--- config.mk ---
export PLATFORM = sky130hd
export DESIGN_NAME = packbits_row_encoder_flat
export DESIGN_NICKNAME = d
export VERILOG_FILES = /design/src/rtl/core/pbre_pkg.sv /design/src/rtl/core/pbre_ifs.sv /design/src/rtl/core/packbits_row_encoder.sv /design/src/flat_wrapper.sv
export SDC_FILE = /design/constraint.sdc
export NUM_CORES = 2
export LEC_CHECK = 0
export BUFFER_PORTS_ARGS = -buffer_cell sky130_fd_sc_hd__buf_4
export CORE_ASPECT_RATIO = 1.4
export CORE_MARGIN = 4
export CORE_UTILIZATION = 62
export CTS_CLUSTER_DIAMETER = 150
export DETAILED_ROUTE_END_ITERATION = 12
export GPL_TIMING_DRIVEN = 0
export PLACE_DENSITY = 0.79
export SETUP_SLACK_MARGIN = 0.5
export SYNTH_ARGS = -nofsm -noshare
export SYNTH_HDL_FRONTEND = slang
export SYNTH_SLANG_ARGS = --single-unit
--- constraint.sdc ---
create_clock -name clock -period 5.55 [get_ports clock]
set_input_delay 0.555 -clock clock [delete_from_list [all_inputs] [get_ports clock]]
set_output_delay 0.555 -clock clock [all_outputs]
set_load 0.05 [all_outputs]
--- src/rtl/core/pbre_pkg.sv ---
// Shared widths and constants of the PackBits row encoder.
package pbre_pkg;

   localparam int BYTE_W     = 8;
   localparam int LEN_W      = 8;
   localparam int COUNT_W    = 4;
   localparam int TOTAL_W    = 16;
   localparam int WORD_LANES = 8;
   localparam int WORD_W     = WORD_LANES * BYTE_W;

   // shortest run that becomes a replicate packet; also the lookahead a packet waits for
   localparam logic [LEN_W-1:0]   RUN_MIN   = LEN_W'(3);
   localparam logic [LEN_W-1:0]   LOOKAHEAD = LEN_W'(3);
   // window holds one packet plus its lookahead plus the arriving byte
   localparam int                 WINDOW_SLACK = 4;
   localparam logic [TOTAL_W-1:0] TOTAL_MAX = {TOTAL_W{1'b1}};

endpackage

--- src/rtl/core/pbre_ifs.sv ---
// Valid/ready channel interfaces for the row byte input and the packet word output.
interface pbre_req_if;
   import pbre_pkg::*;

   logic              valid;
   logic              ready;
   logic [BYTE_W-1:0] data_byte;
   logic              row_end;

   modport source (output valid, data_byte, row_end, input ready);
   modport sink   (input valid, data_byte, row_end, output ready);
endinterface

interface pbre_rsp_if;
   import pbre_pkg::*;

   logic               valid;
   logic               ready;
   logic [WORD_W-1:0]  packed_bytes;
   logic [COUNT_W-1:0] byte_count;
   logic               packet_end;
   logic               row_done;
   logic [TOTAL_W-1:0] row_packed_length;

   modport source (output valid, packed_bytes, byte_count, packet_end, row_done,
                   row_packed_length, input ready);
   modport sink   (input valid, packed_bytes, byte_count, packet_end, row_done,
                   row_packed_length, output ready);
endinterface

--- src/rtl/core/packbits_row_encoder.sv ---
// A row byte passes through accept and evaluate when no packet closes on it.
// A closing packet then streams one packet byte per cycle from the window memory's single
//   read port, unless the output register stalls it: header plus payload for a literal,
//   header and byte for a replicate; a row end may add a tail packet, set up in ST_NEXT.
// A new row byte is taken only when idle, so a stalled output word holds the input too.
// Reset: synchronous, active high; clears pointers, counters, handshake state, not the memory.
module packbits_row_encoder #(
   parameter int MAX_PACKET_BYTES = 128,
   parameter int WORD_BYTES       = 8
) (
   input  logic       clock,
   input  logic       reset,
   pbre_req_if.sink   req_chan,
   pbre_rsp_if.source rsp_chan
);
   import pbre_pkg::*;

   // Window of pending bytes: circular buffer, oldest byte at head.
   localparam int                 DEPTH      = MAX_PACKET_BYTES + WINDOW_SLACK;
   localparam int                 AW         = $clog2(DEPTH);
   localparam logic [AW-1:0]      PTR_LAST   = AW'(DEPTH - 1);
   localparam logic [AW:0]        DEPTH_EXT  = (AW+1)'(DEPTH);
   localparam logic [LEN_W-1:0]   MAX_LEN    = LEN_W'(MAX_PACKET_BYTES);
   // a literal that never meets a run closes once it is full and its lookahead is in
   localparam logic [LEN_W-1:0]   FULL_COUNT = LEN_W'(MAX_PACKET_BYTES + 3);
   localparam logic [COUNT_W-1:0] LANE_LAST  = COUNT_W'(WORD_BYTES - 1);

   localparam logic [1:0] ST_IDLE = 2'd0;  // taking the next row byte
   localparam logic [1:0] ST_EVAL = 2'd1;  // decide whether the head packet closes
   localparam logic [1:0] ST_SEND = 2'd2;  // one packet byte per cycle into the word unless the output stalls
   localparam logic [1:0] ST_NEXT = 2'd3;  // set up the tail packet at row end

   function automatic logic [AW-1:0] ptr_inc(input logic [AW-1:0] p);
      return (p == PTR_LAST) ? '0 : p + AW'(1);
   endfunction

   function automatic logic [AW-1:0] ptr_add(input logic [AW-1:0] p,
                                            input logic [LEN_W-1:0] n);
      logic [AW:0] s;
      s = {1'b0, p} + (AW+1)'(n);
      if (s >= DEPTH_EXT) s = s - DEPTH_EXT;
      return s[AW-1:0];
   endfunction

   // Replicate header is 257 - len mod 256, literal header is len - 1.
   function automatic logic [BYTE_W-1:0] pkt_header(input logic rep,
                                                    input logic [LEN_W-1:0] n);
      return rep ? (BYTE_W'(1) - BYTE_W'(n)) : (BYTE_W'(n) - BYTE_W'(1));
   endfunction

   // ---------------- state ----------------
   logic [1:0]          state_ff, state_in;

   logic [BYTE_W-1:0]   win_mem [DEPTH];
   logic [BYTE_W-1:0]   rd_q_ff;           // always mem[cur_ff]

   logic [AW-1:0]       head_ff, head_in;
   logic [AW-1:0]       tail_ff, tail_in;
   logic [AW-1:0]       cur_ff, cur_in;    // next literal payload address
   logic [LEN_W-1:0]    win_count_ff, win_count_in;
   logic [LEN_W-1:0]    run_ff, run_in;    // leading bytes equal to the first one
   logic [BYTE_W-1:0]   first_ff, first_in;
   logic [BYTE_W-1:0]   b1_ff, b1_in;      // newest byte
   logic [BYTE_W-1:0]   b2_ff, b2_in;
   logic [BYTE_W-1:0]   b3_ff, b3_in;
   logic                end_ff, end_in;

   // packet being sent
   logic                pkt_rep_ff, pkt_rep_in;
   logic [LEN_W-1:0]    pkt_len_ff, pkt_len_in;
   logic [BYTE_W-1:0]   pkt_hdr_ff, pkt_hdr_in;
   logic [BYTE_W-1:0]   pkt_byte_ff, pkt_byte_in;
   logic                pkt_last_ff, pkt_last_in;  // closes the row
   logic                pkt_more_ff, pkt_more_in;  // tail packet follows
   logic [LEN_W-1:0]    pos_ff, pos_in;            // 0 is the header
   logic                tl_rep_ff, tl_rep_in;
   logic [1:0]          tl_len_ff, tl_len_in;

   // word assembly and output register
   logic [WORD_W-1:0]   word_ff, word_in;
   logic [COUNT_W-1:0]  cnt_ff, cnt_in;
   logic [TOTAL_W-1:0]  total_ff, total_in;
   logic                out_valid_ff, out_valid_in;
   logic [WORD_W-1:0]   out_word_ff, out_word_in;
   logic [COUNT_W-1:0]  out_cnt_ff, out_cnt_in;
   logic                out_pend_ff, out_pend_in;
   logic                out_done_ff, out_done_in;
   logic [TOTAL_W-1:0]  out_len_ff, out_len_in;

   // ---------------- evaluation terms ----------------
   logic                acc;
   logic                trip;        // last three window bytes equal
   logic                is_rep;
   logic                emit_now;
   logic [LEN_W-1:0]    cut_len;     // all but the lookahead
   logic [LEN_W-1:0]    first_len;   // head packet length at row end
   logic [LEN_W-1:0]    rest_len;
   logic [LEN_W-1:0]    restart_run;
   logic [LEN_W-1:0]    tail_len;

   // ---------------- sender terms ----------------
   logic [BYTE_W-1:0]   cur_byte;
   logic                last_byte;
   logic                word_done;
   logic                take;
   logic                load_out;
   logic [WORD_W-1:0]   lane_word;
   logic [TOTAL_W:0]    total_sum;
   logic [TOTAL_W-1:0]  total_sat;

   assign acc = req_chan.valid && req_chan.ready;
   assign req_chan.ready = (state_ff == ST_IDLE);

   assign rsp_chan.valid             = out_valid_ff;
   assign rsp_chan.packed_bytes      = out_word_ff;
   assign rsp_chan.byte_count        = out_cnt_ff;
   assign rsp_chan.packet_end        = out_pend_ff;
   assign rsp_chan.row_done          = out_done_ff;
   assign rsp_chan.row_packed_length = out_len_ff;

   // A packet that closes outside a row end leaves exactly the lookahead in the window,
   // so the head packet length is then count - 3.
   always_comb begin
      trip     = (win_count_ff >= RUN_MIN) && (b1_ff == b2_ff) && (b2_ff == b3_ff);
      is_rep   = (run_ff >= RUN_MIN);
      cut_len  = win_count_ff - LOOKAHEAD;
      if (is_rep) begin
         emit_now = (win_count_ff == run_ff + LOOKAHEAD);
      end else begin
         emit_now = (trip && win_count_ff > LOOKAHEAD) || (win_count_ff == FULL_COUNT);
      end
      // row end: head packet, then at most three bytes left over
      if (is_rep) begin
         first_len = run_ff;
      end else if (trip && win_count_ff > LOOKAHEAD) begin
         first_len = cut_len;
      end else begin
         first_len = (win_count_ff > MAX_LEN) ? MAX_LEN : win_count_ff;
      end
      rest_len = win_count_ff - first_len;
      // run length of the three bytes kept after a close (b3 oldest)
      restart_run = LEN_W'(1);
      if (b2_ff == b3_ff) begin
         restart_run = (b1_ff == b3_ff) ? RUN_MIN : LEN_W'(2);
      end
      tail_len = tl_rep_ff ? RUN_MIN : LEN_W'(tl_len_ff);
   end

   // Sender: one packet byte per cycle; the byte that completes a word goes straight
   // into the output register, so it waits when that register is still occupied.
   always_comb begin
      if (pos_ff == '0) begin
         cur_byte = pkt_hdr_ff;
      end else if (pkt_rep_ff) begin
         cur_byte = pkt_byte_ff;
      end else begin
         cur_byte = rd_q_ff;
      end
      last_byte = pkt_rep_ff ? (pos_ff == LEN_W'(1)) : (pos_ff == pkt_len_ff);
      word_done = last_byte || (cnt_ff == LANE_LAST);
      take      = (state_ff == ST_SEND) && (!word_done || !out_valid_ff || rsp_chan.ready);
      load_out  = take && word_done;
      lane_word = word_ff;
      for (int k = 0; k < WORD_LANES; k++) begin
         if (COUNT_W'(k) == cnt_ff) lane_word[k*BYTE_W +: BYTE_W] = cur_byte;
      end
      total_sum = {1'b0, total_ff} + (TOTAL_W+1)'(cnt_ff + COUNT_W'(1));
      total_sat = total_sum[TOTAL_W] ? TOTAL_MAX : total_sum[TOTAL_W-1:0];
   end

   always_comb begin
      state_in     = state_ff;
      head_in      = head_ff;
      tail_in      = tail_ff;
      cur_in       = cur_ff;
      win_count_in = win_count_ff;
      run_in       = run_ff;
      first_in     = first_ff;
      b1_in        = b1_ff;
      b2_in        = b2_ff;
      b3_in        = b3_ff;
      end_in       = end_ff;
      pkt_rep_in   = pkt_rep_ff;
      pkt_len_in   = pkt_len_ff;
      pkt_hdr_in   = pkt_hdr_ff;
      pkt_byte_in  = pkt_byte_ff;
      pkt_last_in  = pkt_last_ff;
      pkt_more_in  = pkt_more_ff;
      pos_in       = pos_ff;
      tl_rep_in    = tl_rep_ff;
      tl_len_in    = tl_len_ff;
      word_in      = word_ff;
      cnt_in       = cnt_ff;
      total_in     = total_ff;
      out_word_in  = out_word_ff;
      out_cnt_in   = out_cnt_ff;
      out_pend_in  = out_pend_ff;
      out_done_in  = out_done_ff;
      out_len_in   = out_len_ff;
      out_valid_in = rsp_chan.ready ? 1'b0 : out_valid_ff;

      case (state_ff)
         ST_IDLE: begin
            if (acc) begin
               tail_in      = ptr_inc(tail_ff);
               win_count_in = win_count_ff + LEN_W'(1);
               b1_in        = req_chan.data_byte;
               b2_in        = b1_ff;
               b3_in        = b2_ff;
               end_in       = req_chan.row_end;
               if (win_count_ff == '0) begin
                  first_in = req_chan.data_byte;
                  run_in   = LEN_W'(1);
               end else if (run_ff == win_count_ff && run_ff < MAX_LEN &&
                            req_chan.data_byte == first_ff) begin
                  run_in = run_ff + LEN_W'(1);
               end
               state_in = ST_EVAL;
            end
         end
         ST_EVAL: begin
            pkt_rep_in  = is_rep;
            pkt_byte_in = first_ff;
            pos_in      = '0;
            cur_in      = head_ff;
            if (end_ff) begin
               // row end: flush everything, at most two packets
               pkt_len_in   = first_len;
               pkt_hdr_in   = pkt_header(is_rep, first_len);
               pkt_last_in  = (rest_len == '0);
               pkt_more_in  = (rest_len != '0);
               tl_rep_in    = (rest_len == RUN_MIN) && trip;
               tl_len_in    = rest_len[1:0];
               head_in      = ptr_add(head_ff, first_len);
               win_count_in = '0;
               run_in       = '0;
               state_in     = ST_SEND;
            end else if (emit_now) begin
               pkt_len_in   = cut_len;
               pkt_hdr_in   = pkt_header(is_rep, cut_len);
               pkt_last_in  = 1'b0;
               pkt_more_in  = 1'b0;
               head_in      = ptr_add(head_ff, cut_len);
               win_count_in = LOOKAHEAD;
               first_in     = b3_ff;
               run_in       = restart_run;
               state_in     = ST_SEND;
            end else begin
               state_in = ST_IDLE;
            end
         end
         ST_NEXT: begin
            pkt_rep_in  = tl_rep_ff;
            pkt_len_in  = tail_len;
            pkt_hdr_in  = pkt_header(tl_rep_ff, tail_len);
            pkt_byte_in = b1_ff;
            pkt_last_in = 1'b1;
            pkt_more_in = 1'b0;
            pos_in      = '0;
            cur_in      = head_ff;
            head_in     = tail_ff;
            state_in    = ST_SEND;
         end
         ST_SEND: begin
            if (take) begin
               pos_in = last_byte ? '0 : pos_ff + LEN_W'(1);
               if (pos_ff != '0 && !pkt_rep_ff) cur_in = ptr_inc(cur_ff);
               if (word_done) begin
                  out_valid_in = 1'b1;
                  out_word_in  = lane_word;
                  out_cnt_in   = cnt_ff + COUNT_W'(1);
                  out_pend_in  = last_byte;
                  out_done_in  = last_byte && pkt_last_ff;
                  out_len_in   = total_sat;
                  total_in     = (last_byte && pkt_last_ff) ? '0 : total_sat;
                  word_in      = '0;
                  cnt_in       = '0;
               end else begin
                  word_in = lane_word;
                  cnt_in  = cnt_ff + COUNT_W'(1);
               end
               if (last_byte) state_in = pkt_more_ff ? ST_NEXT : ST_IDLE;
            end
         end
         default: begin
            state_in = ST_IDLE;
         end
      endcase
      if (load_out) out_valid_in = 1'b1;
   end

   // Window memory: one write port (accept), one registered read port (sender).
   always_ff @(posedge clock) begin
      if (acc) win_mem[tail_ff] <= req_chan.data_byte;
      rd_q_ff <= win_mem[cur_in];
   end

   always_ff @(posedge clock) begin
      if (reset) begin
         state_ff     <= ST_IDLE;
         head_ff      <= '0;
         tail_ff      <= '0;
         cur_ff       <= '0;
         win_count_ff <= '0;
         run_ff       <= '0;
         end_ff       <= 1'b0;
         pkt_last_ff  <= 1'b0;
         pkt_more_ff  <= 1'b0;
         pos_ff       <= '0;
         word_ff      <= '0;
         cnt_ff       <= '0;
         total_ff     <= '0;
         out_valid_ff <= 1'b0;
      end else begin
         state_ff     <= state_in;
         head_ff      <= head_in;
         tail_ff      <= tail_in;
         cur_ff       <= cur_in;
         win_count_ff <= win_count_in;
         run_ff       <= run_in;
         end_ff       <= end_in;
         pkt_last_ff  <= pkt_last_in;
         pkt_more_ff  <= pkt_more_in;
         pos_ff       <= pos_in;
         word_ff      <= word_in;
         cnt_ff       <= cnt_in;
         total_ff     <= total_in;
         out_valid_ff <= out_valid_in;
      end
   end

   // payload registers, no reset
   always_ff @(posedge clock) begin
      first_ff    <= first_in;
      b1_ff       <= b1_in;
      b2_ff       <= b2_in;
      b3_ff       <= b3_in;
      pkt_rep_ff  <= pkt_rep_in;
      pkt_len_ff  <= pkt_len_in;
      pkt_hdr_ff  <= pkt_hdr_in;
      pkt_byte_ff <= pkt_byte_in;
      tl_rep_ff   <= tl_rep_in;
      tl_len_ff   <= tl_len_in;
      out_word_ff <= out_word_in;
      out_cnt_ff  <= out_cnt_in;
      out_pend_ff <= out_pend_in;
      out_done_ff <= out_done_in;
      out_len_ff  <= out_len_in;
   end

endmodule

--- src/flat_wrapper.sv ---
// flat-port wrapper written by rule: the top's interface ports become plain ports
module packbits_row_encoder_flat import pbre_pkg::*;
#(
   parameter int MAX_PACKET_BYTES = 128,
   parameter int WORD_BYTES       = 8
)
  (clock, reset, req_chan_valid, req_chan_data_byte, req_chan_row_end, req_chan_ready, rsp_chan_valid, rsp_chan_packed_bytes, rsp_chan_byte_count, rsp_chan_packet_end, rsp_chan_row_done, rsp_chan_row_packed_length, rsp_chan_ready);
  pbre_req_if req_chan_i ();
  pbre_rsp_if rsp_chan_i ();
  input  logic clock;
  input  logic reset;
  input wire logic [$bits(req_chan_i.valid)-1:0] req_chan_valid;
  input wire logic [$bits(req_chan_i.data_byte)-1:0] req_chan_data_byte;
  input wire logic [$bits(req_chan_i.row_end)-1:0] req_chan_row_end;
  output wire logic [$bits(req_chan_i.ready)-1:0] req_chan_ready;
  output wire logic [$bits(rsp_chan_i.valid)-1:0] rsp_chan_valid;
  output wire logic [$bits(rsp_chan_i.packed_bytes)-1:0] rsp_chan_packed_bytes;
  output wire logic [$bits(rsp_chan_i.byte_count)-1:0] rsp_chan_byte_count;
  output wire logic [$bits(rsp_chan_i.packet_end)-1:0] rsp_chan_packet_end;
  output wire logic [$bits(rsp_chan_i.row_done)-1:0] rsp_chan_row_done;
  output wire logic [$bits(rsp_chan_i.row_packed_length)-1:0] rsp_chan_row_packed_length;
  input wire logic [$bits(rsp_chan_i.ready)-1:0] rsp_chan_ready;
  assign req_chan_i.valid = req_chan_valid;
  assign req_chan_i.data_byte = req_chan_data_byte;
  assign req_chan_i.row_end = req_chan_row_end;
  assign req_chan_ready = req_chan_i.ready;
  assign rsp_chan_valid = rsp_chan_i.valid;
  assign rsp_chan_packed_bytes = rsp_chan_i.packed_bytes;
  assign rsp_chan_byte_count = rsp_chan_i.byte_count;
  assign rsp_chan_packet_end = rsp_chan_i.packet_end;
  assign rsp_chan_row_done = rsp_chan_i.row_done;
  assign rsp_chan_row_packed_length = rsp_chan_i.row_packed_length;
  assign rsp_chan_i.ready = rsp_chan_ready;
  packbits_row_encoder #(.MAX_PACKET_BYTES(MAX_PACKET_BYTES), .WORD_BYTES(WORD_BYTES)) u_core (.clock(clock), .reset(reset), .req_chan(req_chan_i), .rsp_chan(rsp_chan_i));
endmodule
# --- Yosys cells after proc, flatten, opt, wreduce, memory -nomap -nowiden ---
# Memory sizes are Yosys's and may differ from the RTL's. A register that Yosys moved wholly into a read port is not among the register bits.
# Index checks and enable logic that the tools add are counted.
totals:
  regBits: 284
  inputBits: 13
  word_cells: 208
  memories: 1
  mem_bits_rw: 1056
  output_inout_bits: 88
classes:
  reduce_logical: 39
  add_sub_neg: 21
  n_eq_ne: 31
  mux: 80
  n_lt_le_gt_ge: 7
mem_list:
  columns: ["name", "depth", "width", "rd", "rd_clocked_by_memory_dff", "wr", "line", "text"]
  rows:
  - ["u_core.win_mem", 132, 8, 1, 1, 1, "packbits_row_encoder.sv:54", "logic [BYTE_W-1:0] win_mem [DEPTH];"]
op_table:
  columns: ["op", "n"]
  rows:
  - ["8-bit two-way mux", 43]
  - ["8-bit case mux with 2 select lines", 9]
  - ["64-bit two-way mux", 1]
  - ["8-bit equality test", 7]
  - ["8-bit by 1-bit adder with 8-bit output, second input constant", 5]
  - ["16-bit two-way mux", 2]
  - ["8-bit equality test, second input constant", 3]
  - ["8-bit logical NOT", 3]
  - ["1-bit by 8-bit subtractor with 8-bit output, first input constant", 3]
  - ["8-bit by 1-bit subtractor with 8-bit output, second input constant", 3]
  - ["8-bit by 8-bit adder with 9-bit output", 2]
  - ["9-bit by 8-bit greater-or-equal comparator with 1-bit output, second input constant", 2]
  - ["16-bit by 17-bit adder with 17-bit output", 1]
  - ["3-bit by 4-bit equality test with 1-bit output, first input constant", 4]
  - ["8-bit by 2-bit greater-or-equal comparator with 1-bit output, second input constant", 2]
  - ["8-bit nonzero test", 2]
  - ["8-bit subtractor, second input constant", 2]
  - ["2-bit two-way mux", 7]
  - ["1-bit two-way mux", 13]
  - ["1-bit logical AND", 11]
  - ["2-bit AND reduction", 5]
  - ["3-bit AND reduction", 3]
  - ["8-bit by 2-bit adder with 8-bit output, second input constant", 1]
  - ["2-bit by 4-bit equality test with 1-bit output, first input constant", 2]
  - ["28 further kinds", 42]

# --- Depth between registers and ports, before layout ---
logic_depth:
  ltp_word: 11
  mapped_depth: 23

# --- Worst setup path after synthesis ---
# OpenSTA, ideal clock, no wires.
synth_timing:
  path_type: "register to register"
  start: "register u_core.win_count_ff[5]"
  end: "register u_core.head_ff[7]"
  setup_ns: 0.070
  slack_ns: 0.707
  n_path_buf: 2
  path_stages_with_launch: 23
  required_ns: 5.480
  arrival_ns: 4.773
  path_cell_list: "dfxtp_1 -> clkbuf_1 -> or4_1 -> nor2_1 -> nand2_1 -> nand4_1 -> buf_2 -> mux2_2 -> a21oi_1 -> nor2_1 -> ha_1 -> a21o_1 -> a21oi_1 -> o21bai_1 -> a21oi_1 -> xnor2_1 -> or3_1 -> a31oi_1 -> o21ai_1 -> a211oi_1 -> a31o_2 -> a211o_1 -> a21oi_1"
synth_between:
  elab_chain_cells: 11
  word_cells_on_any_way: 27
  classes_between: "add/sub (5); order compare (5); eq/ne (3); mux (9); reduce/logical (5)"
synth_rtl:
  columns: ["item", "line", "text"]
  rows:
  - ["start: declaration", "packbits_row_encoder.sv:60", "logic [LEN_W-1:0] win_count_ff, win_count_in;"]
  - ["start signal: assignment", "packbits_row_encoder.sv:319", "win_count_ff <= win_count_in;"]
  - ["8-bit by 2-bit greater-or-equal comparator with 1-bit output", "packbits_row_encoder.sv:124", "trip = (win_count_ff >= RUN_MIN) && (b1_ff == b2_ff) && (b2_ff == b3_ff);"]
  - ["1-bit logical AND (2 in a row)", "packbits_row_encoder.sv:124", null]
  - ["1-bit logical AND", "packbits_row_encoder.sv:130, packbits_row_encoder.sv:135", null]
  - ["8-bit two-way mux", "packbits_row_encoder.sv:135", "end else if (trip && win_count_ff > LOOKAHEAD) begin"]
  - ["8-bit two-way mux", "packbits_row_encoder.sv:133", "if (is_rep) begin"]
  - ["8-bit by 8-bit adder with 9-bit output", "packbits_row_encoder.sv:40", "s = {1'b0, p} + (AW+1)'(n);"]
  - ["8-bit subtractor or 9-bit by 8-bit greater-or-equal comparator with 1-bit output (tied branches)", "packbits_row_encoder.sv:41", "if (s >= DEPTH_EXT) s = s - DEPTH_EXT;"]
  - ["8-bit two-way mux", "packbits_row_encoder.sv:41", null]
  - ["8-bit two-way mux", "packbits_row_encoder.sv:226", "if (end_ff) begin"]
  - ["8-bit case mux with 2 select lines", "packbits_row_encoder.sv:202", "case (state_ff)"]
  - ["end signal: assignment", "packbits_row_encoder.sv:316", "head_ff <= head_in;"]
  - ["end: declaration", "packbits_row_encoder.sv:57", "logic [AW-1:0] head_ff, head_in;"]
# Parallel ways exist; a longest one is shown, timed or not. The select of a mux whose other input is x is not followed.
# A chain may end at the register's enable or synchronous reset.

# --- Final worst setup path ---
layout_timing:
  start: "register u_core.state_ff[1]"
  end: "register u_core.rd_q_ff[5] (read register of u_core.win_mem)"
layout_between:
  elab_chain_cells: 4
  word_cells_on_any_way: 7
  classes_between: "eq/ne (3); mux (2); reduce/logical (2)"
layout_rtl:
  columns: ["item", "line", "text"]
  rows:
  - ["start: declaration", "packbits_row_encoder.sv:52", "logic [1:0] state_ff, state_in;"]
  - ["start signal: assignment", "packbits_row_encoder.sv:315", "state_ff <= state_in;"]
  - ["2-bit equality test", "packbits_row_encoder.sv:161, packbits_row_encoder.sv:202", null]
  - ["1-bit logical AND", "packbits_row_encoder.sv:161", "take = (state_ff == ST_SEND) && (!word_done || !out_valid_ff || rsp_chan.ready);"]
  - ["8-bit two-way mux", "packbits_row_encoder.sv:265", "if (take) begin"]
  - ["8-bit case mux with 2 select lines *", "packbits_row_encoder.sv:202", null]
  - ["end: declaration", "packbits_row_encoder.sv:55", "logic [BYTE_W-1:0] rd_q_ff;"]
# Mark *: on every way between the ends. The rest lies on a longest branch, timed or not.

==> results.sh <==
export IMPL_synth_top_area_share=0.630
export IMPL_slew_headroom=0.225
export IMPL_grt_total_usage=0.362
export IMPL_antenna_found_initial=3
export IMPL_critPathKind="reg -> reg"
export IMPL_synth_nets=4617
export IMPL_syn_inst=4547
export IMPL_syn_to_final_growth_pct=12.5
export IMPL_clockBufferDepth=3
export IMPL_ys_ff_latch=1348
export IMPL_path_clk_slew_ns=0.07
export IMPL_totalWireLength_um=180000
export IMPL_rows=131
export IMPL_synth_area_um2=57300
export IMPL_first_pass_iters=8
export IMPL_fmax_mhz=198
export IMPL_outcome="complete, no violations"
export IMPL_drive_gt1_frac=0.120
export IMPL_grt_pass1_vias=38907
export IMPL_path_cells="clkbuf_1 -> clkinvlp_4 -> nor2_2 -> nand4_1 -> a21oi_1 -> a211o_1 -> buf_2 -> clkbuf_2 -> nand3_2 -> o22ai_1 -> nor4_1 -> o2111ai_1 -> o211a_1"
export IMPL_avgSynthCellArea_um2=12.6
export IMPL_htree_levels=3
export IMPL_hold_slack_ns=0.0868
export IMPL_crit_fanout=10
export IMPL_synthFlopType="edfxtp_1"
export IMPL_io_buffers=99
export IMPL_clock_sinks=1348
export IMPL_fin_nets=4861
export IMPL_min_period_over_period=0.910
export IMPL_grt_pass1_wl_um=256000
export IMPL_worstSetupEndpointType="flop"
export IMPL_cts_buffers=119
export IMPL_cp_depth=13
export IMPL_leakagePower_nw=22.6
export IMPL_rsz0062_at_grt="true"
export IMPL_drtAntennaViolNets=0
export IMPL_async_reset_ff_frac=0
export IMPL_crit_slowest_cell="o22ai_1"
export IMPL_powerDensity_nw_per_um2=351
export IMPL_tightestPinTransition_ns=1.15
export IMPL_overflow=0
export IMPL_netlist_top_cell_by_area="edfxtp_1"
export IMPL_worstHoldPathType="in -> reg"
export IMPL_startpoint_type="flop"
export IMPL_die_w_um=265
export IMPL_final_cell_mix="1202 x edfxtp_1, 887 x nand2_1, 335 x nor2_1, 291 x nand3_1, 193 x mux2i_1"
export IMPL_final_cell_area_um2=64400
export IMPL_setup_viol=0
export IMPL_gp_congestion=1.10
export IMPL_vias_per_cell=6.63
export IMPL_die_area_um2=97400
export IMPL_clockRootBuffer="clkbuf_16"
export IMPL_final_common_cell="edfxtp_1"
export IMPL_whs_path_depth=3
export IMPL_place_area_um2=59800
export IMPL_maxCapViolCount=0
export IMPL_coreArea_um2=91500
export IMPL_drv_slew=0
export IMPL_postCtsHoldBufs=0
export IMPL_critPathBufInv=4
export IMPL_dp_hpwl_um=125000
export IMPL_initial_core_util=0.626
export IMPL_synth_enable_flop_cells=1202
export IMPL_crit_family="buffers and inverters"
export IMPL_cp_data_arrival_time_ns=5.71
export IMPL_vdd_ir_drop_max_uv=366
export IMPL_drt_iter0_drc=5793
export IMPL_drcViolationCount=0
export IMPL_cts_tree="done"
export IMPL_fp_dieH_um=368
export IMPL_ios=101
export IMPL_cp_required_ns=6.21
export IMPL_max_stage_delay_ns=0.57
export IMPL_clock_skew_ns=0.0278
export IMPL_synthTopCellsByArea="edfxtp_1 63%, nand2_1 5.8%, dfxtp_1 5.1%, mux2i_1 3.4%, nand3_1 2.6%"
export IMPL_synth_yosys_seq_area_share=0.681
export IMPL_period_needed_ns=5.05
export IMPL_grt_max_degree=136
export IMPL_vias=40356
export IMPL_ys_types=87
export IMPL_wl_per_cell_um=29.5
export IMPL_ys_warn_count=0
export IMPL_clock_latency_ns=0.74
export IMPL_ff2ff_path_depth=13
export IMPL_hold_viol=0
[routing by layer]
layer | global-route usage | routed length [um] | part of all wire
met3 | 0.0815 | 18000 | 0.10
met5 | 0 | 0 | 0
met2 | 0.591 | 85600 | 0.48
met1 | 0.405 | 57400 | 0.32
met4 | 0.304 | 18500 | 0.10
[path summary, 6_finish.rpt]
check / from / end / slack [ns]
setup / recovery: u_core.state_ff[1] / u_core.rd_q_ff[5] / 0.50
setup reg to reg: u_core.state_ff[1] / u_core.rd_q_ff[5] / 0.50
hold reg to reg: u_core.total_ff[2] / u_core.total_ff[2] / 0.47
hold / removal: req_chan_row_end / u_core.end_ff / 0.09
[synthesized netlist by cell type, drive strengths merged (45+ instances only)]
master     n
nand3    293
edfxtp  1202
inv       53
xnor2     63
clkbuf   112
o21ai    125
ha        53
and3      92
a21oi    117
dfxtp    146
a31oi     45
mux2i    193
xor2      64
a22oi     84
nand2    888
a211oi    49
buf      171
nor2     343
[final cells by class]
class,instances,area [um2]
fillers,6251,27000
repair buffers,123,1130
multi-input cells,2862,17100
well taps,1197,1500
diodes,6,15.0
inverters,54,209
flip-flops and latches,1348,39000
plain buffers,283,1440
clock inverters,77,866
clock buffers,140,3130
[worst min-delay path, stage by stage]
cell,delay [ns]
buf_4,0.12
nand2_1,0.05
a21oi_1,0.05
[timing repair]
item | 4_1_cts | 5_1_grt
buffers inserted | 3 | 12
resized for setup | 55 | 80
pin swaps | 2 | 8
cloned | 0 | 0
endpoints found under the hold margin | 0 | 0
setup endpoints to repair | 17 | 16
[stage by stage]
step / TNS [ns] / setup slack (ns) / util / cells / total power, mW
after CTS: 0 / 0.482 / 0.700 / 6071 / 22.4
final: 0 / 0.500 / 0.705 / 6090 / 22.6
after floorplan: 0 / 0.707 / - / 4547 / 12.9
after detailed placement: -1.08 / -0.200 / 0.653 / 5851 / 14.0
after global placement: -1.25 / -0.219 / 0.651 / 5843 / 14.0
after global routing: 0 / 0.439 / 0.704 / 6084 / 23.1
[cell families (layout without fill, tap and decap cells)]
group                      after synthesis  after routing  synth area share
and+or+nand+nor                       1778           1778             0.136
DFF                                   1348           1348             0.681
AOI/OAI and AO/OA                      686            686            0.0847
buffers and inverters                  337            677            0.0276
muxes                                  214            214            0.0381
xor gates and xnor gates               127            127            0.0194
adders and majority gates               57             57            0.0130
other                                    0              6                 0
[state kept, by name, summed over array words and instances (netlist names), 16 cells and up]
| name | flops |
|---|---|
| u_core.win_mem | 1056 |
| u_core.word_ff | 64 |
| u_core.total_ff | 16 |
| u_core.rsp_chan.row_packed_length | 16 |
| u_core.rsp_chan.packed_bytes | 64 |
[power by group]
part	internal (mW)	switching, mW	total (mW)	leakage [nW]
registers	11.1	0.102	11.2	12.0
logic	0.818	1.98	2.80	8.69
clock network	4.89	3.68	8.57	1.94
total	16.8	5.77	22.6	22.6
Power figures use the tool's default switching activity.
